## config.mk

```make
export PLATFORM = sky130hd
export DESIGN_NAME = redundant_load_table_flat
export DESIGN_NICKNAME = d
export VERILOG_FILES = /design/src/rtl/rlt_pkg.sv /design/src/rtl/rlt_if.sv /design/src/rtl/rlt_in_reg.sv /design/src/rtl/rlt_table.sv /design/src/rtl/redundant_load_table.sv /design/src/flat_wrapper.sv
export VERILOG_INCLUDE_DIRS = /design/src /design/src/rtl
export SDC_FILE = /design/constraint.sdc
export NUM_CORES = 1
export LEC_CHECK = 0
export BUFFER_PORTS_ARGS = -buffer_cell sky130_fd_sc_hd__buf_2
export CELL_PAD_IN_SITES_DETAIL_PLACEMENT = 2
export CELL_PAD_IN_SITES_GLOBAL_PLACEMENT = 2
export CORE_ASPECT_RATIO = 0.7
export CORE_MARGIN = 8
export CORE_UTILIZATION = 47
export DETAILED_ROUTE_END_ITERATION = 10
export GPL_TIMING_DRIVEN = 1
export HOLD_SLACK_MARGIN = 0.12
export PLACE_DENSITY_LB_ADDON = 0.08
export SYNTH_ARGS = -nofsm -noshare
export SYNTH_HDL_FRONTEND = slang
export SYNTH_SLANG_ARGS = --single-unit
```

## constraint.sdc

```tcl
create_clock -name i_clk -period 9.35 [get_ports i_clk]
set_clock_uncertainty 0.2 [all_clocks]
set_input_delay 2.805 -clock i_clk [delete_from_list [all_inputs] [get_ports i_clk]]
set_output_delay 2.805 -clock i_clk [all_outputs]
set_load 0.05 [all_outputs]
```

## src/rtl/assert_macros.svh

```systemverilog
// ----------------------------------------------------------------------------
// assert_macros.svh
// Concurrent assertion shorthands clocked on i_clk, disabled in reset.
// ----------------------------------------------------------------------------
`ifndef ASSERT_MACROS_SVH
`define ASSERT_MACROS_SVH

// Same-cycle implication.
`define ASSERT_SAME(label, ante, cons) \
    label: assert property (@(posedge i_clk) disable iff (!i_rst_n) (ante) |-> (cons)) \
        else $error("assertion failed");

// Next-cycle implication.
`define ASSERT_NEXT(label, ante, cons) \
    label: assert property (@(posedge i_clk) disable iff (!i_rst_n) (ante) |=> (cons)) \
        else $error("assertion failed");

`endif

```

## src/rtl/rlt_pkg.sv

```systemverilog
// ----------------------------------------------------------------------------
// rlt_pkg
// Shared widths, operation codes and structs of the redundant load table.
// ----------------------------------------------------------------------------
package rlt_pkg;

    // Field widths of the statement and result words
    localparam int OP_W   = 2;
    localparam int REF_W  = 16;
    localparam int SIZE_W = 2;

    // Table geometry
    localparam int TABLE_ENTRIES = 16;
    localparam int REF_BITS      = 16;
    // Bits of a ref that take part in storage and compare
    localparam int KEY_W = (REF_BITS < REF_W) ? REF_BITS : REF_W;

    // Operation codes
    localparam logic [OP_W-1:0] OP_LOAD  = 2'd0;
    localparam logic [OP_W-1:0] OP_FLUSH = 2'd1;
    localparam logic [OP_W-1:0] OP_OTHER = 2'd2;

    typedef struct packed {
        logic [OP_W-1:0]   operation;
        logic [REF_W-1:0]  address_ref;
        logic [SIZE_W-1:0] access_size;
        logic [REF_W-1:0]  result_ref;
    } t_item;

    typedef struct packed {
        logic             rewrite_as_copy;
        logic [REF_W-1:0] copy_source_ref;
        logic             insert_dropped;
    } t_result;

    // Statement presented to the table, with commit strobe
    typedef struct packed {
        logic  commit;
        t_item item;
    } t_req;

endpackage

```

## src/rtl/rlt_if.sv

```systemverilog
// ----------------------------------------------------------------------------
// rlt_if
// Valid/ready channels carrying statement words and result words.
// ----------------------------------------------------------------------------
interface rlt_in_if;
    logic                          valid;
    logic                          ready;
    logic [rlt_pkg::OP_W-1:0]      operation;
    logic [rlt_pkg::REF_W-1:0]     address_ref;
    logic [rlt_pkg::SIZE_W-1:0]    access_size;
    logic [rlt_pkg::REF_W-1:0]     result_ref;

    modport source (output valid, operation, address_ref, access_size, result_ref,
                    input ready);
    modport sink   (input valid, operation, address_ref, access_size, result_ref,
                    output ready);
endinterface

interface rlt_out_if;
    logic                          valid;
    logic                          ready;
    logic                          rewrite_as_copy;
    logic [rlt_pkg::REF_W-1:0]     copy_source_ref;
    logic                          insert_dropped;

    modport source (output valid, rewrite_as_copy, copy_source_ref, insert_dropped,
                    input ready);
    modport sink   (input valid, rewrite_as_copy, copy_source_ref, insert_dropped,
                    output ready);
endinterface

```

## src/rtl/rlt_in_reg.sv

```systemverilog
// ----------------------------------------------------------------------------
// rlt_in_reg
// Input register: captures one statement word, holds it until it advances.
// ----------------------------------------------------------------------------
module rlt_in_reg (
    input  logic              i_clk,
    input  logic              i_rst_n,
    rlt_in_if.sink            i_in,
    input  logic              i_advance,
    output logic              o_valid,
    output rlt_pkg::t_item    o_item
);

    logic           r_valid;
    rlt_pkg::t_item r_item;
    logic           accept;

    // Take a word when empty or when the held word moves on this cycle
    assign i_in.ready = !r_valid || i_advance;
    assign accept     = i_in.valid && i_in.ready;

    // Track occupancy
    always_ff @(posedge i_clk) begin
        if (!i_rst_n) begin
            r_valid <= 1'b0;
        end else if (accept) begin
            r_valid <= 1'b1;
        end else if (i_advance) begin
            r_valid <= 1'b0;
        end
    end

    // Capture payload
    always_ff @(posedge i_clk) begin
        if (accept) begin
            r_item.operation   <= i_in.operation;
            r_item.address_ref <= i_in.address_ref;
            r_item.access_size <= i_in.access_size;
            r_item.result_ref  <= i_in.result_ref;
        end
    end

    assign o_valid = r_valid;
    assign o_item  = r_item;

endmodule

```

## src/rtl/rlt_table.sv

```systemverilog
// ----------------------------------------------------------------------------
// rlt_table
// Fully associative load table: parallel tag compare, lowest-free insert,
// flush that clears all valid bits at once.
// ----------------------------------------------------------------------------
module rlt_table (
    input  logic                                i_clk,
    input  logic                                i_rst_n,
    input  rlt_pkg::t_req                       i_req,
    output rlt_pkg::t_result                    o_result,
    output logic [rlt_pkg::TABLE_ENTRIES-1:0]   o_valid_mask
);

    localparam int N = rlt_pkg::TABLE_ENTRIES;
    localparam int K = rlt_pkg::KEY_W;

    logic [N-1:0]               r_valid;
    logic [K-1:0]               r_addr  [N];
    logic [rlt_pkg::SIZE_W-1:0] r_size  [N];
    logic [K-1:0]               r_value [N];

    logic [N-1:0]  hit_vec;
    logic [N-1:0]  hit_oh;
    logic [N-1:0]  free_oh;
    logic [K-1:0]  hit_value;
    logic [K-1:0]  key_addr;
    logic [K-1:0]  key_res;
    logic          is_load;
    logic          any_hit;
    logic          any_free;
    logic          do_insert;
    logic          do_flush;

    assign key_addr = i_req.item.address_ref[K-1:0];
    assign key_res  = i_req.item.result_ref[K-1:0];
    assign is_load  = (i_req.item.operation == rlt_pkg::OP_LOAD);

    // Compare the key against every valid entry
    always_comb begin
        for (int i = 0; i < N; i++) begin
            hit_vec[i] = r_valid[i] && (r_addr[i] == key_addr)
                         && (r_size[i] == i_req.item.access_size);
        end
    end

    // Pick lowest hit and lowest free entry
    assign hit_oh  = hit_vec & (~hit_vec + N'(1));
    assign free_oh = ~r_valid & (r_valid + N'(1));
    assign any_hit  = |hit_vec;
    assign any_free = ~&r_valid;

    // Select the stored value of the hit entry
    always_comb begin
        hit_value = '0;
        for (int i = 0; i < N; i++) begin
            hit_value = hit_value | (hit_oh[i] ? r_value[i] : K'(0));
        end
    end

    // Form the result word
    always_comb begin
        o_result.rewrite_as_copy = is_load && any_hit;
        o_result.copy_source_ref = (is_load && any_hit) ? rlt_pkg::REF_W'(hit_value)
                                                        : '0;
        o_result.insert_dropped  = is_load && !any_hit && !any_free;
    end

    assign do_insert = i_req.commit && is_load && !any_hit && any_free;
    assign do_flush  = i_req.commit && (i_req.item.operation == rlt_pkg::OP_FLUSH);

    // Update valid bits
    always_ff @(posedge i_clk) begin
        if (!i_rst_n) begin
            r_valid <= '0;
        end else if (do_flush) begin
            r_valid <= '0;
        end else if (do_insert) begin
            r_valid <= r_valid | free_oh;
        end
    end

    // Write entry contents on insert
    always_ff @(posedge i_clk) begin
        for (int i = 0; i < N; i++) begin
            if (do_insert && free_oh[i]) begin
                r_addr[i]  <= key_addr;
                r_size[i]  <= i_req.item.access_size;
                r_value[i] <= key_res;
            end
        end
    end

    assign o_valid_mask = r_valid;

endmodule

```

## src/rtl/redundant_load_table.sv

```systemverilog
// ----------------------------------------------------------------------------
// redundant_load_table
// Marks plain loads that repeat an earlier (address, size) pair as copies
// of the earlier result; flush statements empty the table.
// ----------------------------------------------------------------------------
//  channel | dir | word
//  i_in    | in  | operation, address_ref, access_size, result_ref
//  o_out   | out | rewrite_as_copy, copy_source_ref, insert_dropped
//
//  One statement per cycle while o_out is not stalled; a result passes the
//  input register, then the combinational parallel tag compare, into the result register.
//  Reset clears all entry valid bits at once; no clearing pass.
//  A stalled output holds the result register; the input register then
//  holds one more word before i_in.ready drops.
// ----------------------------------------------------------------------------
`include "assert_macros.svh"

module redundant_load_table (
    input  logic      i_clk,
    input  logic      i_rst_n,
    rlt_in_if.sink    i_in,
    rlt_out_if.source o_out
);

    logic                                s1_valid;
    rlt_pkg::t_item                      s1_item;
    logic                                advance;
    rlt_pkg::t_req                       req;
    rlt_pkg::t_result                    lookup;
    logic [rlt_pkg::TABLE_ENTRIES-1:0]   valid_mask;

    logic                                r_out_valid;
    rlt_pkg::t_result                    r_out;

    // Move the held statement on when the result register is free
    assign advance = s1_valid && (!r_out_valid || o_out.ready);

    rlt_in_reg u_in_reg (
        .i_clk     (i_clk),
        .i_rst_n   (i_rst_n),
        .i_in      (i_in),
        .i_advance (advance),
        .o_valid   (s1_valid),
        .o_item    (s1_item)
    );

    assign req.commit = advance;
    assign req.item   = s1_item;

    rlt_table u_table (
        .i_clk        (i_clk),
        .i_rst_n      (i_rst_n),
        .i_req        (req),
        .o_result     (lookup),
        .o_valid_mask (valid_mask)
    );

    // Result register occupancy
    always_ff @(posedge i_clk) begin
        if (!i_rst_n) begin
            r_out_valid <= 1'b0;
        end else if (advance) begin
            r_out_valid <= 1'b1;
        end else if (o_out.ready) begin
            r_out_valid <= 1'b0;
        end
    end

    // Capture result word
    always_ff @(posedge i_clk) begin
        if (advance) begin
            r_out <= lookup;
        end
    end

    assign o_out.valid           = r_out_valid;
    assign o_out.rewrite_as_copy = r_out.rewrite_as_copy;
    assign o_out.copy_source_ref = r_out.copy_source_ref;
    assign o_out.insert_dropped  = r_out.insert_dropped;

    // A copy source only accompanies a rewrite
    `ASSERT_SAME(a_source_zero, r_out_valid && !r_out.rewrite_as_copy,
                 r_out.copy_source_ref == '0)
    // A flush empties the table
    `ASSERT_NEXT(a_flush_clears, advance && s1_item.operation == rlt_pkg::OP_FLUSH,
                 valid_mask == '0)
    // A dropped insert only happens with every entry in use
    `ASSERT_SAME(a_drop_full, advance && lookup.insert_dropped, &valid_mask)
    // A recorded miss claims exactly one entry
    `ASSERT_NEXT(a_insert_one,
                 advance && s1_item.operation == rlt_pkg::OP_LOAD
                 && !lookup.rewrite_as_copy && !lookup.insert_dropped,
                 $countones(valid_mask) == $countones($past(valid_mask)) + 1)

endmodule

```

## src/flat_wrapper.sv

```systemverilog
// flat-port wrapper written by rule: the top's interface ports become plain ports
module redundant_load_table_flat 
  (i_clk, i_rst_n, i_in_valid, i_in_operation, i_in_address_ref, i_in_access_size, i_in_result_ref, i_in_ready, o_out_valid, o_out_rewrite_as_copy, o_out_copy_source_ref, o_out_insert_dropped, o_out_ready);
  rlt_in_if i_in_i ();
  rlt_out_if o_out_i ();
  input  logic i_clk;
  input  logic i_rst_n;
  input wire logic [$bits(i_in_i.valid)-1:0] i_in_valid;
  input wire logic [$bits(i_in_i.operation)-1:0] i_in_operation;
  input wire logic [$bits(i_in_i.address_ref)-1:0] i_in_address_ref;
  input wire logic [$bits(i_in_i.access_size)-1:0] i_in_access_size;
  input wire logic [$bits(i_in_i.result_ref)-1:0] i_in_result_ref;
  output wire logic [$bits(i_in_i.ready)-1:0] i_in_ready;
  output wire logic [$bits(o_out_i.valid)-1:0] o_out_valid;
  output wire logic [$bits(o_out_i.rewrite_as_copy)-1:0] o_out_rewrite_as_copy;
  output wire logic [$bits(o_out_i.copy_source_ref)-1:0] o_out_copy_source_ref;
  output wire logic [$bits(o_out_i.insert_dropped)-1:0] o_out_insert_dropped;
  input wire logic [$bits(o_out_i.ready)-1:0] o_out_ready;
  assign i_in_i.valid = i_in_valid;
  assign i_in_i.operation = i_in_operation;
  assign i_in_i.address_ref = i_in_address_ref;
  assign i_in_i.access_size = i_in_access_size;
  assign i_in_i.result_ref = i_in_result_ref;
  assign i_in_ready = i_in_i.ready;
  assign o_out_valid = o_out_i.valid;
  assign o_out_rewrite_as_copy = o_out_i.rewrite_as_copy;
  assign o_out_copy_source_ref = o_out_i.copy_source_ref;
  assign o_out_insert_dropped = o_out_i.insert_dropped;
  assign o_out_i.ready = o_out_ready;
  redundant_load_table u_core (.i_clk(i_clk), .i_rst_n(i_rst_n), .i_in(i_in_i), .o_out(o_out_i));
endmodule
```

* Word-level counts from Yosys, hierarchy flattened
Memories as Yosys holds them, arrays and structs flattened.
Index checks and enable logic that the tools add are counted.
** Word-level totals
- Bits in registers :: 72
- Memories kept :: 3
- RAM bits :: 544
- Logic and storage cells :: 370
- Input port bits :: 40
** Memory list
- u_core.u_table.r_addr :: depth 16, bits a word 16, rd ports 16, clocked after memory_dff 0, wr ports 1, line rlt_table.sv:18 : logic [K-1:0] r_addr [N];
- u_core.u_table.r_value :: depth 16, bits a word 16, rd ports 16, clocked after memory_dff 0, wr ports 1, line rlt_table.sv:20 : logic [K-1:0] r_value [N];
- u_core.u_table.r_size :: depth 16, bits a word 2, rd ports 16, clocked after memory_dff 0, wr ports 1, line rlt_table.sv:19 : logic [rlt_pkg::SIZE_W-1:0] r_size [N];
** Cells by class
- Add/subtract/negate cells :: 2
- Eq/ne operators :: 33
- Reduce and logical (&&, ||, !) cells :: 114
- Bitwise gates (word level) :: 21
- Mux-type cells :: 187
** Operators with widths (number)
- 16-bit two-way mux :: 46
- 16-bit OR reduction :: 31
- 16-bit == test :: 16
- 16-bit bitwise OR :: 16
- 4-bit two-way mux :: 45
- 1-bit two-way mux :: 81
- 1-bit logical AND :: 57
- 16-bit by 1-bit adder with 16-bit output (second input constant) :: 2
- 16-bit bitwise AND :: 2
- 2-bit == test :: 16
- 16-bit NOT :: 2
- 2-bit OR reduction :: 16
- 2-bit two-way mux :: 15
- 16-bit AND reduction :: 1
- 1-bit zero test :: 4
- 2-bit nonzero test :: 2
- 2-bit by 1-bit == test with 1-bit output (second input constant) :: 1
- 2-bit zero test :: 1
- 1-bit logical OR :: 2
- 1-bit NOT :: 1

* Depth between registers and ports, before layout
- Word-level depth :: 26
- Mapped depth :: 12

* Modules after synthesis
Synthesis repeated with hierarchy kept, for this count alone.
** Unflattened totals
- Cell total of the unflattened synthesis :: 1519
- Area, all modules :: 24981.5 µm²
** Modules (own cells, without submodules)
- rlt_table :: cells an instance 1456, seq. area each 16656.0 µm², area an instance 23254.8 µm², instances 1
- rlt_in_reg :: cells an instance 41, seq. area each 1101.1 µm², area an instance 1138.6 µm², instances 1
- redundant_load_table :: cells an instance 22, seq. area each 560.5 µm², area an instance 588.1 µm², instances 1

* Worst setup path before layout
OpenSTA, ideal clock, no wires.
- Kind :: input-to-reg
- From :: input o_out_ready
- To :: memory u_core.u_table.r_addr[1][64] (netlist name), enable pin
- Path buffers :: 0
- Slack :: 0.603 ns
- Data required time :: 8.639 ns
- Cell stages on the path :: 6
- Data arrival time :: 8.036 ns
- Cells stage by stage :: nor2b_1 -> nor2b_1 -> nand4_1 -> nor4_4 -> nand3_2 -> nor4_1
** Between the ends
- Cells in the longest elaborated chain, start to end :: 24
- Elaborated cells between the ends (all ways) :: 98
- Those cells by class :: mux (62); reduce/logical (36)
** Ends and longest elaborated chain
- from (decl) :: line flat_wrapper.sv:18 : input wire logic [$bits(o_out_i.ready)-1:0] o_out_ready;
- 1-bit logical OR (*) :: line redundant_load_table.sv:36 : assign advance = s1_valid && (!r_out_valid || o_out.ready);
- 1-bit logical AND (*) :: line redundant_load_table.sv:36
- named net u_core.advance :: line redundant_load_table.sv:27 : logic advance;
- 1-bit logical AND (*) (3 in a row) :: line rlt_table.sv:68 : assign do_insert = i_req.commit && is_load && !any_hit && any_free;
- 1-bit logical AND :: line rlt_table.sv:85 : if (do_insert && free_oh[i]) begin
- 1-bit two-way mux :: line rlt_table.sv:85
- 1-bit two-way mux (implied by the code) :: line rlt_table.sv:86 : r_addr[i] <= key_addr;
- 16-bit OR reduction (no source line)
- 4-bit two-way mux (no source line) or 1-bit two-way mux (tied branches) (15 in a row)
- to (decl) :: line rlt_table.sv:18
Mark *: on every way through the listed nets, which the timed path passes. The rest lies on a longest branch.

* Final worst setup path
- From :: input o_out_ready
- To :: output i_in_ready
** Between the ends
- Cells in the longest elaborated chain, start to end :: 3
** Ends and longest elaborated chain
- 1-bit logical OR :: line redundant_load_table.sv:36
- 1-bit logical AND :: line redundant_load_table.sv:36
- 1-bit logical OR :: line rlt_in_reg.sv:19 : assign i_in.ready = !r_valid || i_advance;
- to (decl) :: line flat_wrapper.sv:13 : output wire logic [$bits(i_in_i.ready)-1:0] i_in_ready;
No other way between the ends.

==> results.cfg <==
[min_path]
min_from = u_core.u_table.o_valid_mask[15]
whs_path_depth = 2
hold_end = u_core.u_table.o_valid_mask[15]
hp-class = flip-flop to flip-flop

[critical_path]
cp_slowest_cell = nor2b_1
rr_startpoint = u_core.u_in_reg.o_item[22]
r2r_cells = 9
crit_required_ns = 6.35
r2r_end = u_core.u_table.r_addr[0][56]
end_kind = output pin
worst-r2r-setup-slack_ns = 3.57
critPathMaxStageDelay_ns = 0.28
crit_family = simple AND/OR/NAND/NOR gates
crit_chain = buf_2 -> nor2b_1 -> nand2_1 -> buf_2
critPathMaxFanout = 4
crit_arrival_ns = 3.53
cp_common_cell = buf_2
critPathBufInv = 2
critPathLaunchType = input pin
critPathKind = input pin to output pin

[drt]
routed_wl_um = 75200
drtIter0Drc = 1466
wl_per_cell_um = 31.5
ant_nets = 0
vias = 14300
drc = 0
vias_per_cell = 5.98
first_pass_iters = 5

[sta]
tightest_slew_ns = 1.27
setup_ws_ns = 2.81
finalCriticalPeriod_ns = 6.54
rsz0062_at_grt = false
hold_viol_final = 0
setup_tns_ns = 0
hold_ws_ns = 0.330
maxSlewHeadroom_pct = 15.6
setup_viol = 0
min_period_over_period_pct = 69.9
fmax_mhz = 153
slew_viol_final = 0

[finish]
syn_to_final_growth_pct = 11.4
diodes = 0
final_cells = 2390
multi_input_area_um2 = 6110
drive_gt1_share_pct = 15.3
fin_util_pct = 52.5
num-nets-final = 1686
fillers = 4720
ff_latch_area_um2 = 18300

[synthesis]
syn-cell-area_um2 = 25100
netlist_instances = 1555
synth_enable_flop_cells = 598
synth_top_area_share_pct = 71.6
synthTopCellsByArea = edfxtp_1 (72%), xnor2_1 (8.2%), xor2_1 (1.8%)
synth_top_flop_cell = edfxtp_1
ys_seq_elements = 616
synth_warnings = 0
syn_avg_cell_area_um2 = 16.1
post-synth-top-count-cell = edfxtp_1
synth_async_sr_flop_share_pct = 0
synthDistinctLibCells = 62
yosysTopAreaCell = edfxtp_1
ys_seq_area_share_pct = 73.0
synth_common_cells = edfxtp_1 (598), xnor2_1 (236), nor2_1 (82)
synthesis.nets = 1595

[global_route]
grt_pass1_vias = 15600
grt_remaining_overflow = 0
grt_pass1_wl_um = 110000
antenna_found_initial = 6
globalRouteMet3Util_pct = 3.62
grtUsageMet1_pct = 36.2
grt_max_degree = 37
gr-usage-all-layers_pct = 24.5
grt.busiest_layer = met2
use_met2_pct = 38.1

[pwr]
swShare_pct = 22.1
p_seq_share_pct = 54.8
switchingPower_mw = 1.25
intPower_mw = 4.40
power_density_nw_per_um2 = 202
p_leak_nw = 8.84
power.share.clock_pct = 41.9
comb_power_share_pct = 3.3
vdd_drop_max_uv = 148

[floorplan]
fp.dieH_um = 209
pin_count = 60
die_x_um = 292
start_util_pct = 47.1
dieArea_um2 = 61100
rows = 71
core_area_um2 = 53200

[placed_design]
pre_cts_ws_ns = 2.79
io_buffers = 59
place_inst = 2277
place.gp.congestion = 0.827
hpwl_um = 47300

[clock_network]
postCtsHoldBufs = 0
cts_buffers = 60
clkSlewWorstSetupHoldPaths_ns = 0.07
postCtsSetupRepairBufs = 0
clk_latency_ns = 0.64
cts-resized-gates = 0
clkSinkCount = 616
htreeDepth = 2
max-clock-path-buffers = 3
cts_tree = yes
ctsRootBufferMaster = clkbuf_16

[run_status]
status = finished, final reports clean

[job]
timing.max_cap.violations = 0
==> state kept, by name, summed over array words and instances (netlist names) <==
register                      flops
u_core.o_out.copy_source_ref     16
u_core.o_out.insert_dropped       1
u_core.o_out.rewrite_as_copy      1
u_core.o_out.valid                1
u_core.u_in_reg.o_item           36
u_core.u_in_reg.o_valid           1
u_core.u_table.o_valid_mask      16
u_core.u_table.r_addr           256
u_core.u_table.r_size            32
u_core.u_table.r_value          256
==> layout make-up <==
cell class	count	share of cell area [%]
Sequential cell	616	65.6
Multi-Input combinational cell	826	21.9
Clock buffer	83	5.98
Tap cell	693	3.10
Timing Repair Buffer	104	2.27
Clock inverter	30	0.699
Inverter	38	0.511
==> worst max path at each step <==
| stage | start | slack [ns] | cells after the start | end |
|---|---|---|---|---|
| global route | o_out_ready | 2.76 | 4 | i_in_ready |
| finish | o_out_ready | 2.81 | 4 | i_in_ready |
| floorplan | o_out_ready | 0.60 | 6 | u_core.u_table.r_addr[1][64] |
| detailed placement | o_out_ready | 2.79 | 4 | i_in_ready |
| CTS | o_out_ready | 2.79 | 4 | i_in_ready |
| global placement | o_out_ready | 2.87 | 4 | i_in_ready |
==> worst min-delay path: stages, from the launching register on <==
cell and delay, ns:
dfxtp_1 0.34, nand2_1 0.08, o31ai_1 0.06
==> power groups by stage <==
stage	Clock (mW)	Sequential (mW)	Combinational (mW)
floorplan	0	3.14	0.113
global placement	0	3.15	0.179
detailed placement	0	3.15	0.188
CTS	2.41	3.09	0.190
global route	2.50	3.09	0.199
finish	2.37	3.09	0.187
==> metal layers <==
layer | wire [µm] | vias to the layer above | share of wire (%)
li1 | - | 6071 | -
met1 | 34800 | 7660 | 46
met2 | 34100 | 466 | 45
met3 | 4850 | 91 | 6.5
met4 | 1490 | 0 | 2.0
met5 | 0 | - | 0
==> cells by family after synthesis <==
family	share of synthesized area (%)
simple gates	7.48
flops	73.0
compound gates	4.35
xor+xnor	10.1
mux	1.99
buf+inv	3.07
==> stage by stage <==
stage,instance area (µm²),power [mW]
floorplan,25100,3.25
detailed placement,26100,3.34
global placement,26100,3.33
finish,27900,5.65
CTS,27900,5.69
global route,27900,5.79
==> cell usage in the layout (no fill, tap or decap), types with 5 or more instances in the layout <==
master and count:
clkinv_1 16, nand2_1 70, nor4_1 13, nand4_1 67
clkbuf_1 17, o22ai_1 15, nor3_1 12, a221oi_1 46
o31ai_1 7, inv_1 38, clkinv_2 10, a21oi_1 6
mux2_2 30, xor2_1 51, xnor2_1 236, buf_4 45
clkbuf_16 62, buf_2 59, and3_1 22, and2_1 5
edfxtp_1 598, mux2i_1 16, a31oi_1 31, nor3_2 10
nor2_1 76, dfxtp_1 18, a22oi_1 16, nand3_1 42
nor2_4 6
No activity file was read; power rests on OpenSTA's default activity.
